File: src/design/ibp_pkg.sv
// ----------------------------------------------------------------------------
// ibp_pkg
// Shared constants and types of the block pooling design.
// ----------------------------------------------------------------------------
package ibp_pkg;

    localparam int MAX_WIDTH_DEF    = 1024;
    localparam int MAX_CHANNELS_DEF = 4;
    localparam int MAX_BLOCK_DEF    = 16;

    localparam int DIV_W  = 16;
    localparam int CFG_W  = 16;
    localparam int IDX_W  = 3;
    localparam int TDATA_OUT_W = 40;

    localparam logic [IDX_W-1:0] REG_POOL_MODE     = 3'd0;
    localparam logic [IDX_W-1:0] REG_BLOCK_WIDTH   = 3'd1;
    localparam logic [IDX_W-1:0] REG_BLOCK_HEIGHT  = 3'd2;
    localparam logic [IDX_W-1:0] REG_IMAGE_WIDTH   = 3'd3;
    localparam logic [IDX_W-1:0] REG_IMAGE_HEIGHT  = 3'd4;
    localparam logic [IDX_W-1:0] REG_CHANNEL_COUNT = 3'd5;

    localparam logic MODE_AVG = 1'b0;

    typedef struct packed {
        logic             start;
        logic [DIV_W-1:0] dividend;
        logic [DIV_W-1:0] divisor;
    } div_req_t;

endpackage

File: src/design/ibp_div.sv
// ----------------------------------------------------------------------------
// ibp_div
// Restoring unsigned divider, one quotient bit per cycle.
// ----------------------------------------------------------------------------
module ibp_div (
    input  logic                    clk,
    input  logic                    rst_n,
    input  ibp_pkg::div_req_t       req,
    output logic                    done,
    output logic [ibp_pkg::DIV_W-1:0] quot
);

    localparam int W  = ibp_pkg::DIV_W;
    localparam int NW = $clog2(W);

    logic          busy_reg;
    logic          done_reg;
    logic [NW-1:0] cnt_reg;
    logic [W:0]    rem_reg;
    logic [W-1:0]  quo_reg;
    logic [W-1:0]  dvs_reg;
    logic [W:0]    trial;
    logic          fits;

    assign trial = {rem_reg[W-1:0], quo_reg[W-1]};
    assign fits  = trial >= {1'b0, dvs_reg};

    always_ff @(posedge clk or negedge rst_n)
    begin
        if (!rst_n)
        begin
            busy_reg <= 1'b0;
            done_reg <= 1'b0;
            cnt_reg  <= '0;
        end
        else
        begin
            done_reg <= 1'b0;
            if (req.start)
            begin
                busy_reg <= 1'b1;
                cnt_reg  <= '0;
            end
            else if (busy_reg)
            begin
                cnt_reg <= cnt_reg + 1'b1;
                if (cnt_reg == NW'(W - 1))
                begin
                    busy_reg <= 1'b0;
                    done_reg <= 1'b1;
                end
            end
        end
    end

    always_ff @(posedge clk)
    begin
        if (req.start)
        begin
            rem_reg <= '0;
            quo_reg <= req.dividend;
            dvs_reg <= req.divisor;
        end
        else if (busy_reg)
        begin
            rem_reg <= fits ? (trial - {1'b0, dvs_reg}) : trial;
            quo_reg <= {quo_reg[W-2:0], fits};
        end
    end

    assign done = done_reg;
    assign quot = quo_reg;

endmodule

File: config.mk
export PLATFORM = sky130hd
export DESIGN_NAME = ibp_div
export DESIGN_NICKNAME = d
export VERILOG_FILES = /design/src/design/ibp_pkg.sv /design/src/design/ibp_div.sv
export SDC_FILE = /design/constraint.sdc
export NUM_CORES = 1
export LEC_CHECK = 0
export ABC_AREA = 1
export BUFFER_PORTS_ARGS = -buffer_cell sky130_fd_sc_hd__clkbuf_2
export CAP_MARGIN = 5
export CORE_MARGIN = 4
export CORE_UTILIZATION = 57
export DETAILED_ROUTE_END_ITERATION = 10
export HOLD_SLACK_MARGIN = 0.03
export MAX_ROUTING_LAYER = met4
export PLACE_DENSITY_LB_ADDON = 0.3
export SYNTH_ARGS = -nofsm -noshare
export SYNTH_HDL_FRONTEND = slang
export SYNTH_SLANG_ARGS = --single-unit
File: constraint.sdc
create_clock -name clk -period 2.1 [get_ports clk]
set_clock_uncertainty 0.1 [all_clocks]
set_input_delay 0.525 -clock clk [delete_from_list [all_inputs] [get_ports clk]]
set_output_delay 0.525 -clock clk [all_outputs]
set_load 0.03 [all_outputs]
# Word-level counts from Yosys, hierarchy flattened
# Cells that the tools add are included.
# word_totals
ff_bits	54
latch_bits	0
ram_bits	0
rom_bits	0
input_bits	35
mem_count	0
# op_classes
n_addsub	2
multipliers	0
div_mod_pow	0
magnitude_cmp	1
eq_ne	1
shifts	0
n_mux	11
bitwise_logic	0
n_reduce_logical	1
# op_table
cell	n
$mux W16	3
$ge A17 B16 Y1	1
$sub A16 B16 Y16	1
$mux W4	2
$mux W1	6
$add A4 B1 Y4 const B	1
$eq A4 B4 Y1 const B	1
$reduce_bool A2 Y1	1

# Depth between registers and ports, before layout
# depth
depth_word	4
ltp_mapped	14
ltp_nobuf	14

# Worst setup path after synthesis
# OpenSTA, ideal clock, no wires.
# synth_timing
path_type	reg-to-reg
start	register quo_reg[15] (netlist: quot[15])
end	register rem_reg[14]
setup_time_ps	112
arrival_time_ps	1990
required_ps	1888
slack_ps	-102
path_stages_with_launch	12
n_path_buf	0
path_cell_list	edfxtp_1 > inv_1 > ha_1 > fa_1 > nor2_1 > nor2_1 > o21ai_0 > nand2_1 > nand3_1 > nand3_2 > nand2_1 > nand2_1
# synth_via
elab_chain_len	2
word_cells_on_any_way	3
classes_between	add/sub: 1; order compare: 1; mux: 1
# synth_lines
item	line	source
start: declaration	ibp_div.sv:20	logic [W-1:0] quo_reg;
start signal: assignment	ibp_div.sv:61	quo_reg <= req.dividend;
start signal: assignment	ibp_div.sv:67	quo_reg <= {quo_reg[W-2:0], fits};
$sub A16 B16 Y16 / $ge A17 B16 Y1 (equally long branches)	ibp_div.sv:66, ibp_div.sv:26	
$mux W16 *	ibp_div.sv:66	rem_reg <= fits ? (trial - {1'b0, dvs_reg}) : trial;
end signal: assignment	ibp_div.sv:66	
end: declaration	ibp_div.sv:19	logic [W:0] rem_reg;
# Every way passes the cells marked *; elsewhere a longest branch is shown, timed or not.
# A chain may end at the register's enable or synchronous reset.

# Worst setup path in the final report
# layout_timing
start	register dvs_reg[14]
end	register rem_reg[6]
# layout_via
elab_chain_len	2
# layout_lines
item	line	source
start: declaration	ibp_div.sv:21	logic [W-1:0] dvs_reg;
start signal: assignment	ibp_div.sv:62	dvs_reg <= req.divisor;
$ge A17 B16 Y1	ibp_div.sv:26	assign fits = trial >= {1'b0, dvs_reg};
$mux W16	ibp_div.sv:66	
# Every way passes these cells.

==> flow_summary.yaml <==
setup_path:
  cp-end-kind: "flop"
  critPathArrivalTime_ps: 2110
  critPathKind: "reg2reg"
  critPathRequiredTime_ps: 2210
  worstPathMaxFanout: 7
  critPathLaunchType: "flop"
drt:
  finalWirelength_um: 7770
  post_drt_wl_per_cell_um: 13.5
  num_vias: 2988
  ant_nets: 0
  drt_iter0_drc: 187
  drt_pass1_iterations: 4
  vias_per_cell: 5.20
  drc: 0
timing:
  final_max_slew_viol_count: 0
  layout_min_cycle_time_ps: 2000
  tns_ps: 0
  slew_headroom_pct: 66.2
  worst_pin_slew_ps: 504
  max_freq_mhz: 500
  setup_viol: 0
  hold_viol: 0
  fin_crit_sh_pct: 95.2
  hold_slack_ps: 281
placement:
  dp.cells: 561
  routabilityCongestion: 0.966
  dp_hpwl_um: 5740
  io_buffers: 51
power_and_ir_drop:
  irDropWorstVdd_v: 0.000491
  power.density_nw_per_um2: 1210
  total_power_uw: 4800
  p_leak_uw: 0.00205
yosys:
  syn-cell-area_um2: 3280
  synth.distinct_cells: 33
  muxShareOfSynthArea_pct: 0
  ys_seq_area_share_pct: 43.6
  yosysWarnings: 0
  synth_top_family_by_area: "simple AND/OR/NAND/NOR gates"
  synth_fp_nets: 489
  synth-compound-area-share_pct: 4.53
  synthSimpleGateAreaFrac_pct: 33.0
  synth_adder_area_share_pct: 7.09
  syn_avg_cell_area_um2: 7.53
  yosys_most_used_dff: "edfxtp_1"
  async_reset_ff_share_pct: 11.1
  postSynthCellCount: 436
  synthXorXnorAreaFrac_pct: 1.87
  ys_ff_latch: 54
  synth_enable_flop_cells: 32
layout:
  nFillCells: 445
  drive_gt1_share_pct: 22.9
  final_cells: 575
  diodes: 0
  area_growth_pct: 20.5
  layout.nets: 555
global_route:
  grt.total_usage_pct: 22.7
  grt_pass1_vias: 2864
  grt_max_degree: 25
  antenna_found_initial: 0
  grt.overflow.total: 0
  grt_pass1_wl_um: 12700
min_path:
  hp-class: "in2reg"
clock_network:
  cts_root_buf: "clkbuf_8"
  cts_made_buffers: 5
  clk_pin_slew_ps: 100
  clock_latency_ps: 310
  htree_num_levels: 2
  clkSinkCount: 54
  clockBufferDepth: 2
  cts_tree: "yes"
die:
  die_area_um2: 7040
  rows: 27
  die_w_um: 83.9
  initial_core_util_pct: 59.3
  die_h_um: 83.9
  core_area_um2: 5540
  ios: 52
job:
  max_cap_viol_count: 0
run_status:
  status: "finished clean"
==> final timing paths <==
path	from	endpoint	cells past startpoint	slack, ps
setup / recovery	dvs_reg[14]$_DFFE_PP_	rem_reg[6]$_SDFFE_PP0P_	10	100
hold / removal	req[7]	dvs_reg[7]$_DFFE_PP_	1	280
setup reg to reg	dvs_reg[14]$_DFFE_PP_	rem_reg[6]$_SDFFE_PP0P_	10	100
hold reg to reg	rem_reg[15]$_SDFFE_PP0P_	rem_reg[15]$_SDFFE_PP0P_	2	380
max in group asynchronous	rst_n	cnt_reg[0]$_DFFE_PN0P_	2	1280
min in group asynchronous	rst_n	cnt_reg[2]$_DFFE_PN0P_	2	470
==> placed cells by master, fill, tap and decap left out, types with 7 or more instances in the layout <==
master and instances:
a21oi_1 9, buf_4 9, clkbuf_2 51, dfxtp_1 16
edfxtp_1 32, ha_1 8, inv_1 71, nand2_1 151
nand2_2 11, nand3_1 35, nand3b_1 7, nor2_1 18
nor2_2 7, nor3_1 8, o21ai_0 9
==> per-layer routing <==
metal / GRT usage [%] / share of wire [%] / vias to the layer above
met2: 37.7 / 48 / 112
met3: 4.24 / 6.9 / 18
met1: 29.0 / 44 / 1349
li1: - / - / 1509
met4: 5.26 / 1.8 / 0
met5: - / 0 / -
==> report_power, final <==
| group | internal (uW) | switching (uW) | leakage, uW | total [uW] |
|---|---|---|---|---|
| clock network | 236 | 354 | 0.0000483 | 590 |
| registers | 1340 | 156 | 0.000541 | 1500 |
| logic | 1080 | 1630 | 0.00146 | 2710 |
| total | 2650 | 2140 | 0.00205 | 4800 |
==> layout make-up <==
cell class	count	area (um2)	share of cell area, %
Multi-Input combinational cell	300	1660	42.0
Clock buffer	5	68.8	1.74
Clock inverter	3	18.8	0.474
Timing Repair Buffer	66	407	10.3
Inverter	75	282	7.11
Tap cell	72	90.1	2.28
Sequential cell	54	1430	36.2
==> critical path, cell delays in order, from the launching register on <==
cell	delay, ps
edfxtp_1	370
inv_1	60
ha_2	310
a21oi_2	160
o21a_1	140
nand2_1	80
nor2_4	230
buf_6	170
nand3b_1	90
nand3_1	120
nand2_1	60
==> per-stage QoR <==
stage | instance area [um2] | setup slack (ps) | utilization, %
5_1_grt | 3960 | -36.0 | 71.4
4_1_cts | 3780 | 47.9 | 68.2
3_3_place_gp | 3680 | 40.3 | 66.4
2_1_floorplan | 3290 | 15.8 | -
6_report | 3960 | 101 | 71.4
3_5_place_dp | 3680 | 4.97 | 66.4
==> cells by family (layout without fill, tap and decap cells) <==
| family | count (synthesis) | after routing |
|---|---|---|
| AND/OR/NAND/NOR | 249 | 249 |
| AO/OA/AOI/OAI | 26 | 26 |
| flip-flops | 54 | 54 |
| buffers and inverters | 82 | 149 |
| XOR/XNOR | 7 | 7 |
| adder cells (fa/ha/maj) | 18 | 18 |
==> cells in the mapped netlist, types with 2 or more instances <==
| master | instances | share of area (%) |
|---|---|---|
| xor2_1 | 3 | 0.80 |
| a21oi_2 | 2 | 0.53 |
| xnor2_1 | 4 | 1.1 |
| nand3_2 | 3 | 0.91 |
| o21ai_0 | 10 | 1.5 |
| buf_4 | 2 | 0.46 |
| a31oi_1 | 2 | 0.38 |
| nor2_1 | 21 | 2.4 |
| nand3_1 | 36 | 5.5 |
| a21oi_1 | 9 | 1.4 |
| edfxtp_1 | 32 | 29 |
| nand3b_1 | 7 | 1.6 |
| clkbuf_1 | 3 | 0.34 |
| nand2_1 | 161 | 18 |
| nand4_1 | 4 | 0.76 |
| nor3_1 | 8 | 1.2 |
| ha_1 | 17 | 6.5 |
| nor2_2 | 4 | 0.76 |
| dfxtp_1 | 16 | 9.8 |
| nand2_4 | 2 | 0.69 |
| dfrtp_1 | 6 | 4.6 |
| inv_1 | 73 | 8.3 |
==> repair_timing <==
action	CTS	global route
hold endpoints to repair	6	0
gates resized for setup	1	33
hold buffers	1	0
setup endpoints to repair	1	17
setup buffers	0	5
pin swaps	1	10
(Power assumes the default switching activity.)
